`config.mk`:
```
export PLATFORM = sky130hd
export DESIGN_NAME = i2c_bit_level_master_core
export DESIGN_NICKNAME = d
export VERILOG_FILES = /design/src/rtl/core/i2cbm_pkg.sv /design/src/rtl/core/i2cbm_engine.sv /design/src/rtl/core/i2cbm_rsp_reg.sv /design/src/rtl/core/i2c_bit_level_master_core.sv
export SDC_FILE = /design/constraint.sdc
export NUM_CORES = 1
export LEC_CHECK = 0
export BUFFER_PORTS_ARGS = -buffer_cell sky130_fd_sc_hd__buf_2
export CORE_MARGIN = 8
export CORE_UTILIZATION = 59
export DETAILED_ROUTE_END_ITERATION = 7
export MAX_ROUTING_LAYER = met4
export PLACE_DENSITY = 0.91
export SLEW_MARGIN = 25
export SYNTH_ARGS = -nofsm -noshare
export SYNTH_HDL_FRONTEND = slang
export SYNTH_HIERARCHICAL = 1
export SYNTH_SLANG_ARGS = --single-unit
```
`constraint.sdc`:
```
create_clock -name clock -period 3.7 [get_ports clock]
set_clock_uncertainty 0.2 [all_clocks]
set_input_delay 0 -clock clock [delete_from_list [all_inputs] [get_ports clock]]
set_output_delay 0 -clock clock [all_outputs]
set_load 0.01 [all_outputs]
```
`src/rtl/core/i2cbm_pkg.sv`:
```
// Shared types and constants for the I2C bit-level master core.
package i2cbm_pkg;

   localparam int TICKS_W    = 10;
   localparam int REQ_DATA_W = 16;
   localparam int RSP_DATA_W = 16;

   localparam logic [2:0] KIND_TICK   = 3'd0;
   localparam logic [2:0] KIND_START  = 3'd1;
   localparam logic [2:0] KIND_STOP   = 3'd2;
   localparam logic [2:0] KIND_WRITE  = 3'd3;
   localparam logic [2:0] KIND_RDACK  = 3'd4;
   localparam logic [2:0] KIND_RDNACK = 3'd5;

   localparam logic [3:0] BITS_PER_BYTE = 4'd8;

   localparam logic [1:0] PHASE_0 = 2'd0;
   localparam logic [1:0] PHASE_1 = 2'd1;
   localparam logic [1:0] PHASE_2 = 2'd2;
   localparam logic [1:0] PHASE_3 = 2'd3;

   typedef enum logic [5:0] {
      OP_IDLE   = 6'b000001,
      OP_START  = 6'b000010,
      OP_STOP   = 6'b000100,
      OP_WRITE  = 6'b001000,
      OP_RDACK  = 6'b010000,
      OP_RDNACK = 6'b100000
   } op_type;

   typedef struct packed {
      op_type             op;
      logic [1:0]         phase;
      logic [3:0]         bit_cnt;
      logic [7:0]         shift;
      logic [TICKS_W-1:0] ticks;
      logic               scl;
      logic               sda;
      logic               ack;
      logic               err;
   } state_type;

   // scl_level sits in the lowest bit
   typedef struct packed {
      logic       status;
      logic [7:0] rd_data;
      logic       ack_seen;
      logic       done_res;
      logic       busy_res;
      logic       sda_level;
      logic       scl_level;
   } result_type;

   localparam int RESULT_W = $bits(result_type);

endpackage

```
`src/rtl/core/i2cbm_engine.sv`:
```
// Bus phase state registers and the single-pass next-state logic.
module i2cbm_engine import i2cbm_pkg::*; (
   input  logic               clock,
   input  logic               reset,
   input  logic               step_en,
   input  logic [2:0]         kind,
   input  logic [7:0]         wr_data,
   input  logic               sda_in,
   input  logic [TICKS_W-1:0] phase_ticks,
   output result_type         result
);

   state_type state_ff;
   state_type state_in;

   always_comb begin
      logic               done;
      logic               is_cmd;
      logic               is_tick;
      logic [TICKS_W-1:0] pt;
      logic [TICKS_W:0]   tick_sum;
      logic [3:0]         bc_next;
      logic [7:0]         sh_next;
      op_type             cmd_op;

      state_in = state_ff;
      done     = 1'b0;
      is_cmd   = (kind >= KIND_START) && (kind <= KIND_RDNACK);
      is_tick  = !is_cmd;
      pt       = (phase_ticks == '0) ? TICKS_W'(1) : phase_ticks;
      tick_sum = {1'b0, state_ff.ticks} + (TICKS_W+1)'(1);
      bc_next  = state_ff.bit_cnt + 4'd1;
      sh_next  = {state_ff.shift[6:0], 1'b0};

      case (kind)
         KIND_START: cmd_op = OP_START;
         KIND_STOP:  cmd_op = OP_STOP;
         KIND_WRITE: cmd_op = OP_WRITE;
         KIND_RDACK: cmd_op = OP_RDACK;
         default:    cmd_op = OP_RDNACK;
      endcase

      if (is_cmd && state_ff.op == OP_IDLE) begin
         state_in.op      = cmd_op;
         state_in.phase   = PHASE_0;
         state_in.bit_cnt = '0;
         state_in.ticks   = '0;
         case (cmd_op)
            OP_START: begin
               state_in.err = 1'b0;
               state_in.scl = 1'b1;
               state_in.sda = 1'b1;
            end
            OP_STOP: begin
               state_in.sda = 1'b0;
            end
            OP_WRITE: begin
               state_in.ack   = 1'b0;
               state_in.shift = wr_data;
               state_in.sda   = wr_data[7];
            end
            default: begin
               state_in.shift = '0;
               state_in.sda   = 1'b1;
            end
         endcase
      end else if (is_tick && state_ff.op != OP_IDLE) begin
         if (tick_sum >= {1'b0, pt}) begin
            state_in.ticks = '0;
            case (state_ff.op)
               OP_START: begin
                  if (state_ff.phase == PHASE_0) begin
                     if (!sda_in) begin
                        state_in.err = 1'b1;
                        done = 1'b1;
                     end else begin
                        state_in.sda   = 1'b0;
                        state_in.phase = PHASE_1;
                     end
                  end else if (state_ff.phase == PHASE_1) begin
                     if (sda_in) begin
                        state_in.err = 1'b1;
                        done = 1'b1;
                     end else begin
                        state_in.scl   = 1'b0;
                        state_in.phase = PHASE_2;
                     end
                  end else begin
                     done = 1'b1;
                  end
               end
               OP_STOP: begin
                  if (state_ff.phase == PHASE_0) begin
                     state_in.scl   = 1'b1;
                     state_in.phase = PHASE_1;
                  end else if (state_ff.phase == PHASE_1) begin
                     state_in.sda   = 1'b1;
                     state_in.phase = PHASE_2;
                  end else begin
                     done = 1'b1;
                  end
               end
               OP_WRITE: begin
                  if (state_ff.bit_cnt < BITS_PER_BYTE) begin
                     if (state_ff.phase == PHASE_0) begin
                        state_in.scl   = 1'b1;
                        state_in.phase = PHASE_1;
                     end else if (state_ff.phase == PHASE_1) begin
                        state_in.scl   = 1'b0;
                        state_in.phase = PHASE_2;
                     end else begin
                        state_in.shift   = sh_next;
                        state_in.bit_cnt = bc_next;
                        if (bc_next < BITS_PER_BYTE) begin
                           state_in.sda = sh_next[7];
                        end
                        state_in.phase = PHASE_0;
                     end
                  end else if (state_ff.phase == PHASE_0) begin
                     state_in.sda   = 1'b1;
                     state_in.phase = PHASE_1;
                  end else if (state_ff.phase == PHASE_1) begin
                     state_in.scl   = 1'b1;
                     state_in.phase = PHASE_2;
                  end else begin
                     state_in.ack = !sda_in;
                     state_in.scl = 1'b0;
                     done = 1'b1;
                  end
               end
               OP_RDACK, OP_RDNACK: begin
                  if (state_ff.bit_cnt < BITS_PER_BYTE) begin
                     if (state_ff.phase == PHASE_0) begin
                        state_in.scl   = 1'b1;
                        state_in.phase = PHASE_1;
                     end else if (state_ff.phase == PHASE_1) begin
                        state_in.shift = {state_ff.shift[6:0], sda_in};
                        state_in.phase = PHASE_2;
                     end else begin
                        state_in.scl     = 1'b0;
                        state_in.bit_cnt = bc_next;
                        if (bc_next == BITS_PER_BYTE) begin
                           state_in.sda = (state_ff.op == OP_RDNACK);
                        end
                        state_in.phase = PHASE_0;
                     end
                  end else if (state_ff.phase == PHASE_0) begin
                     state_in.scl   = 1'b1;
                     state_in.phase = PHASE_1;
                  end else if (state_ff.phase == PHASE_1) begin
                     state_in.scl   = 1'b0;
                     state_in.phase = PHASE_2;
                  end else if (state_ff.phase == PHASE_2 && state_ff.op == OP_RDACK) begin
                     state_in.sda   = 1'b1;
                     state_in.phase = PHASE_3;
                  end else begin
                     done = 1'b1;
                  end
               end
               default: begin
                  done = 1'b0;
               end
            endcase
            if (done) begin
               state_in.op      = OP_IDLE;
               state_in.phase   = PHASE_0;
               state_in.bit_cnt = '0;
            end
         end else begin
            state_in.ticks = tick_sum[TICKS_W-1:0];
         end
      end

      result.scl_level = state_in.scl;
      result.sda_level = state_in.sda;
      result.busy_res  = (state_in.op != OP_IDLE);
      result.done_res  = done;
      result.ack_seen  = state_in.ack;
      result.rd_data   = state_in.shift;
      result.status    = state_in.err;
   end

   always_ff @(posedge clock) begin
      if (reset) begin
         state_ff.op      <= OP_IDLE;
         state_ff.phase   <= PHASE_0;
         state_ff.bit_cnt <= '0;
         state_ff.shift   <= '0;
         state_ff.ticks   <= '0;
         state_ff.scl     <= 1'b1;
         state_ff.sda     <= 1'b1;
         state_ff.ack     <= 1'b0;
         state_ff.err     <= 1'b0;
      end else if (step_en) begin
         state_ff <= state_in;
      end
   end

endmodule

```
`src/rtl/core/i2cbm_rsp_reg.sv`:
```
// Result register and output handshake.
module i2cbm_rsp_reg import i2cbm_pkg::*; (
   input  logic                  clock,
   input  logic                  reset,
   input  logic                  load,
   input  result_type            result,
   output logic                  free,
   output logic                  rsp_tvalid,
   input  logic                  rsp_tready,
   output logic [RSP_DATA_W-1:0] rsp_tdata
);

   logic       valid_ff;
   logic       valid_in;
   result_type data_ff;

   assign free     = !valid_ff || rsp_tready;
   assign valid_in = load || (valid_ff && !rsp_tready);

   always_ff @(posedge clock) begin
      if (reset) begin
         valid_ff <= 1'b0;
      end else begin
         valid_ff <= valid_in;
      end
   end

   always_ff @(posedge clock) begin
      if (load) begin
         data_ff <= result;
      end
   end

   assign rsp_tvalid = valid_ff;
   assign rsp_tdata  = {(RSP_DATA_W-RESULT_W)'(0), data_ff};

endmodule

```
`src/rtl/core/i2c_bit_level_master_core.sv`:
```
// Top level of the I2C bit-level master core.
// Each req transaction is a tick or a command (tuser) that advances the bus phase machine;
// each one yields exactly one rsp transaction with the line drives and status after it.
// One transaction is taken per clock while the rsp side is not stalled; each passes the
// input register, then the phase logic into the result register. The CSR write sets ticks
// per bus phase (zero acts as one) and is always ready.
module i2c_bit_level_master_core import i2cbm_pkg::*; (
   input  logic                  clock,
   input  logic                  reset,
   input  logic                  req_tvalid,
   output logic                  req_tready,
   input  logic [REQ_DATA_W-1:0] req_tdata,  // wr_data[7:0], sda_in[8], zero fill
   input  logic [2:0]            req_tuser,  // kind
   output logic                  rsp_tvalid,
   input  logic                  rsp_tready,
   output logic [RSP_DATA_W-1:0] rsp_tdata,  // scl_level, sda_level, busy_res, done_res,
                                             // ack_seen, rd_data[12:5], status, zero fill
   input  logic                  csr_valid,
   output logic                  csr_ready,
   input  logic [TICKS_W-1:0]    csr_data
);

   logic               in_valid_ff;
   logic               in_valid_in;
   logic [2:0]         kind_ff;
   logic [7:0]         wr_data_ff;
   logic               sda_in_ff;
   logic [TICKS_W-1:0] phase_ticks_ff;
   logic               out_free;
   logic               advance;
   result_type         result;

   assign advance     = in_valid_ff && out_free;
   assign req_tready  = !in_valid_ff || out_free;
   assign in_valid_in = (req_tvalid && req_tready) || (in_valid_ff && !out_free);
   assign csr_ready   = 1'b1;

   always_ff @(posedge clock) begin
      if (reset) begin
         in_valid_ff    <= 1'b0;
         phase_ticks_ff <= TICKS_W'(1);
      end else begin
         in_valid_ff <= in_valid_in;
         if (csr_valid && csr_ready) begin
            phase_ticks_ff <= csr_data;
         end
      end
   end

   always_ff @(posedge clock) begin
      if (req_tvalid && req_tready) begin
         kind_ff    <= req_tuser;
         wr_data_ff <= req_tdata[7:0];
         sda_in_ff  <= req_tdata[8];
      end
   end

   i2cbm_engine u_engine (
      .clock       (clock),
      .reset       (reset),
      .step_en     (advance),
      .kind        (kind_ff),
      .wr_data     (wr_data_ff),
      .sda_in      (sda_in_ff),
      .phase_ticks (phase_ticks_ff),
      .result      (result)
   );

   i2cbm_rsp_reg u_rsp_reg (
      .clock      (clock),
      .reset      (reset),
      .load       (advance),
      .result     (result),
      .free       (out_free),
      .rsp_tvalid (rsp_tvalid),
      .rsp_tready (rsp_tready),
      .rsp_tdata  (rsp_tdata)
   );

endmodule

```
# [Yosys cells after proc, flatten, opt, wreduce, memory -nomap -nowiden]
# Index checks and enable logic that the tools add are counted.
# Widths: inputs -> output; s select.
[word_totals] regBits=72 latchBits=0 mem_bits_rw=0 romBits=0 input_bits=34 out_inout_bits=19 elab_cells=174 memories=0
[op_classes] n_addsub=2 mul=0 div=0 magnitude_cmp=5 n_eq_ne=28 shifts=0 mux=85 bitwise=2 reduce_logical=30
[op_table] cell="$mux 12" n=6
[op_table] cell="$mux 34" n=2
[op_table] cell="$mux 1" n=48
[op_table] cell="$mux 2" n=16
[op_table] cell="$pmux 12 s2" n=1
[op_table] cell="$pmux 6 s4" n=1
[op_table] cell="$mux 10" n=2
[op_table] cell="$mux 20" n=1
[op_table] cell="$ne 4x3->1 const B" n=4
[op_table] cell="$pmux 2 s4" n=2
[op_table] cell="$pmux 8 s2" n=1
[op_table] cell="$eq 6x2->1 const B" n=2
[op_table] cell="$eq 6x3->1 const B" n=2
[op_table] cell="$eq 6x4->1 const B" n=2
[op_table] cell="$ne 6x1->1 const B" n=2
[op_table] cell="$add 10x1->11 const B" n=1
[op_table] cell="$ge 11x10->1" n=1
[op_table] cell="$logic_not 10->1" n=1
[op_table] cell="$reduce_and 10->1" n=1
[op_table] cell="$logic_and 1x1->1" n=8
[op_table] cell="$lt 4x4->1 const B" n=2
[op_table] cell="$mux 4" n=2
[op_table] cell="$mux 8" n=1
[op_table] cell="$ne 4x1->1 const B" n=2
[op_table] cell="other kinds (29)" n=41

# [Longest topological paths before layout]
[depth] depth_word=15 mapped_depth=15

# [By module]
# Netlist, hierarchy kept.
[modules_own_cells] module="i2cbm_engine" n_inst=1 cells_each=426 area_each_um2=3311.9 seq_area_each_um2=680.7
[modules_own_cells] module="i2c_bit_level_master_core" n_inst=1 cells_each=52 area_each_um2=774.5 seq_area_each_um2=580.6
[modules_own_cells] module="i2cbm_rsp_reg" n_inst=1 cells_each=21 area_each_um2=485.5 seq_area_each_um2=440.4

# [Least setup slack after synthesis]
# Ideal clock, no wire load.
[synth_timing] kind="flip-flop to flip-flop" from="register u_engine/state_ff[6] (netlist bit)" to="register u_rsp_reg.data_ff, in the netlist u_rsp_reg/rsp_tdata[6], data pin" setup_time_ps=251 arrival_ps=2900 setup_slack_ps=348 path_stages_with_launch=15 path_buffers=3 period_less_slack_ps=3352 path_cell_list="dfxtp_1 and3_1 and3_1 clkbuf_1 nand3_1 xnor2_1 ha_1 a211oi_1 nand2_1 o21bai_1 a21oi_4 buf_2 a21oi_1 o21ai_0 buf_4"
[synth_rtl] item="start, declared" line_no="i2cbm_engine.sv:13" rtl="state_type state_ff;"
[synth_rtl] item="start signal, assigned" line_no="i2cbm_engine.sv:195" rtl="state_ff <= state_in;"
[synth_rtl] item="end signal, assigned" line_no="i2cbm_rsp_reg.sv:30" rtl="data_ff <= result;"
[synth_rtl] item="end, declared" line_no="i2cbm_rsp_reg.sv:15" rtl="result_type data_ff;"

# [Final worst setup path]
[layout_timing] from="register u_engine/state_ff[6] (netlist bit)" to="register u_engine/state_ff[10] (netlist bit)"
[layout_via] elab_chain_cells=5
[layout_lines] item="$add 10x1->11 (*)" line_no="i2cbm_engine.sv:31" rtl="tick_sum = {1'b0, state_ff.ticks} + (TICKS_W+1)'(1);"
[layout_lines] item="$ge 11x10->1" line_no="i2cbm_engine.sv:68" rtl="if (tick_sum >= {1'b0, pt}) begin"
[layout_lines] item="$mux 10 (*)" line_no="i2cbm_engine.sv:68"
[layout_lines] item="$mux 34 (*)" line_no="i2cbm_engine.sv:67" rtl="end else if (is_tick && state_ff.op != OP_IDLE) begin"
[layout_lines] item="$mux 34 (*)" line_no="i2cbm_engine.sv:43" rtl="if (is_cmd && state_ff.op == OP_IDLE) begin"
# Mark *: on every way between the ends. The rest lies on a longest branch, timed or not. The select of a mux whose other input is x is not followed.
# A chain may end at the register's enable or synchronous reset.

==> impl_metrics.csv <==
group,metric,value,unit
pwr,max-vdd-ir-drop,0.283,mV
worst_setup_path,crit_fanout,12,
worst_setup_path,crit_start,"u_engine/state_ff[6]",
worst_setup_path,setup.worst_path.end,"u_engine/state_ff[10]",
timing,setup_tns,-0.0218,ns
worst_setup_path,r2r_slack,-0.02,ns
worst_setup_path,r2r-end,"u_engine/state_ff[10]",
logic_synthesis,synth_top_area_share,20.1,%
logic_synthesis,netlist_top_cells_area,"dfxtp_1 20%, edfxtp_1 17%, ha_1 4.9%, nand2_1 3.0%, mux2i_1 2.8%",
placement,place.gp.congestion,0.920,
timing,max_freq,269,MHz
grt,gr-usage-met2,44.7,%
cts,clockBufferDepth,2,
job,maxCapViolations,0,
logic_synthesis,synthArstFlopShare,0,%
worst_setup_path,r2r_start,"u_engine/state_ff[6]",
cts,insertion_delay,0.38,ns
detailed_routing,wl,16.5,mm
grt,grt_max_degree,40,
grt,grt_overflow_total,0,
timing,hold_ws,0.133,ns
pwr,power_density,377,nW/um2
timing,slew_viol_final,0,
final_layout,nets,612,
detailed_routing,vias_per_cell,7.34,
worst_setup_path,critPathLaunchType,"flop",
logic_synthesis,ys_warn_count,6,
worst_setup_path,crit_required,3.75,ns
cts,cts.reportedPaths.clkPinSlew,0.11,ns
detailed_routing,drc,1,
placement,dpl-instance-area,4710,um2
logic_synthesis,synth.largest_area_cell,"dfxtp_1",
logic_synthesis,synthFlopType,"dfxtp_1",
logic_synthesis,synth_cell_types,84,
timing,final.setup.worst_slack,-0.0218,ns
hold_path,hp-class,"primary input to flop",
detailed_routing,vias,4915,
timing,rsz0062_at_grt,"false",
detailed_routing,ant_nets,0,
floorplanning,io_pins,53,
cts,cts.sinks,72,
final_layout,finalInstanceArea,5470,um2
logic_synthesis,synth-edff-count,26,
worst_setup_path,crit_arrival,3.77,ns
worst_setup_path,reg2reg_depth,12,
grt,grt.total_usage,28.5,%
floorplanning,rows,32,
logic_synthesis,synth.most_common_cell,"dfxtp_1",
timing,finalCritPeriodShare,101,%
timing,tightest_slew,0.752,ns
logic_synthesis,ys_seq_elements,72,
run_status,status,"finished, violations left",
logic_synthesis,avgSynthCellArea,9.16,um2
grt,grt_pass1_wl,24.1,mm
floorplanning,die_h,104,um
run_status,failed_checks,"DRC, setup timing",
floorplanning,coreArea,7610,um2
grt,grt_pass1_vias,4506,
worst_setup_path,criticalPathCategory,"flop to flop",
grt,use_met3,8.74,%
worst_setup_path,cp-end-kind,"flop",
grt,busiest_layer,"met2",
final_layout,area_growth,19.6,%
logic_synthesis,syn_inst,499,
floorplanning,start_util,60.1,%
placement,port_buffers,42,
floorplanning,die_area,10800,um2
grt,use_met1,31.4,%
timing,hold_viol,0,
detailed_routing,drt_pass1_iterations,8,
cts,numCtsBuffers,9,
pwr,p_leak,2.11,nW
logic_synthesis,synthTopCellsByCount,"46 x dfxtp_1, 37 x nand2_1, 34 x nor2_1",
placement,dp_hpwl,7.70,mm
timing,setup_viol,1,
timing,relSlewSlack,49.9,%
cts,cts-root-buf,"clkbuf_8",
final_layout,drive_gt1_share,17.0,%
detailed_routing,routedWlPerCell,24.6,um
floorplanning,die_w,104,um
logic_synthesis,syn_area,4570,um2
timing,period_needed,3.72,ns
grt,antenna_found_initial,3,
detailed_routing,drt_iter0_drc,881,
logic_synthesis,ys_seq_area_share,37.2,%
cts,cts-htree-levels,3,
cts,cts_tree,"yes",
[worst max-delay path, cell delays in order, from the launching register on]
cell	delay (ns)
dfxtp_1	0.43
and3_1	0.30
and3_2	0.30
nand3_1	0.14
xnor2_1	0.16
ha_1	0.35
a211oi_2	0.26
nand2_1	0.20
o21ba_2	0.33
nor3_2	0.27
buf_4	0.24
a31oi_1	0.12
a311oi_1	0.30
[cell type report]
type | count | area [um2]
clock buffer | 10 | 128
tap | 102 | 128
sequential | 72 | 1700
multi-input combinational | 352 | 2550
timing repair buffer | 94 | 723
antenna | 3 | 7.51
clock inverter | 6 | 115
fill | 478 | 2140
inverter | 31 | 116
[metrics by stage]
step	worst slack, ns	utilization, %	instances	power [mW]
after floorplan	0.348	-	500	1.11
after detailed placement	0.146	61.9	606	1.17
after global routing	0.00900	71.9	670	2.10
after global placement	0.217	61.9	606	1.16
final	-0.0218	71.9	670	2.06
after CTS	0.0666	70.9	666	1.97
[worst min-delay path by stage]
stage / start / endpoint / slack, ns / depth (start not counted)
2_1_floorplan: reset / u_rsp_reg/rsp_tvalid / -0.14 / 1
3_3_place_gp: req_tdata[8] / sda_in_ff / -0.02 / 1
3_5_place_dp: req_tdata[5] / wr_data_ff[5] / -0.02 / 1
4_1_cts: req_tuser[0] / kind_ff[0] / 0.14 / 2
5_1_grt: req_tdata[7] / wr_data_ff[7] / 0.13 / 2
6_report: req_tdata[7] / wr_data_ff[7] / 0.13 / 2
[registers in the layout, indices dropped and copies added (netlist names)]
name	count
u_engine/state_ff	34
u_rsp_reg/rsp_tdata	14
phase_ticks_ff	10
wr_data_ff	8
kind_ff	3
in_valid_ff	1
sda_in_ff	1
u_rsp_reg/rsp_tvalid	1
[logic make-up after synthesis]
family	share of synthesized area, %
xor+xnor	2.30
flops	37.2
compound gates	26.1
buf+inv	8.21
mux	3.09
other cells	0.164
fa+ha+maj	4.93
simple gates	18.0
[layout by cell type (no fill, tap or decap), types with 8 or more instances in the layout]
cell type / synthesis / layout
buf_2: 11 / 42
clkbuf_8: 0 / 9
o21ai_0: 13 / 12
dlygate4sd3_1: 0 / 44
nor2b_1: 9 / 9
inv_1: 30 / 30
nand2_1: 37 / 37
nor2_1: 34 / 33
ha_1: 18 / 18
nor3b_1: 8 / 8
a31oi_1: 10 / 10
mux2i_1: 13 / 13
edfxtp_1: 26 / 26
and3_1: 9 / 8
nand3_1: 11 / 11
a21o_1: 8 / 8
dfxtp_1: 46 / 46
nand2b_1: 9 / 9
a22oi_1: 13 / 13
a21oi_1: 18 / 18
xnor2_1: 8 / 8
[metal layers]
layer  vias to the layer above  part of all wire (%)
met5                         -                     0
met4                         0                   8.0
met3                       181                    13
met2                       565                    45
met1                      2209                    33
li1                       1960                     -
[power breakdown]
| part | switching, mW | leakage, nW | total, mW | internal [mW] |
|---|---|---|---|---|
| combinational | 0.238 | 1.37 | 0.375 | 0.137 |
| sequential | 0.0347 | 0.621 | 0.890 | 0.855 |
| clock | 0.346 | 0.117 | 0.798 | 0.452 |
| total | 0.619 | 2.11 | 2.06 | 1.44 |
[repair_timing]
item,in CTS,in global routing
hold endpoints to repair,27,0
hold buffers,44,0
buffers inserted,0,1
endpoints found under the setup margin,0,38
gates resized for setup,0,10
No activity file was read; power rests on OpenSTA's default activity.
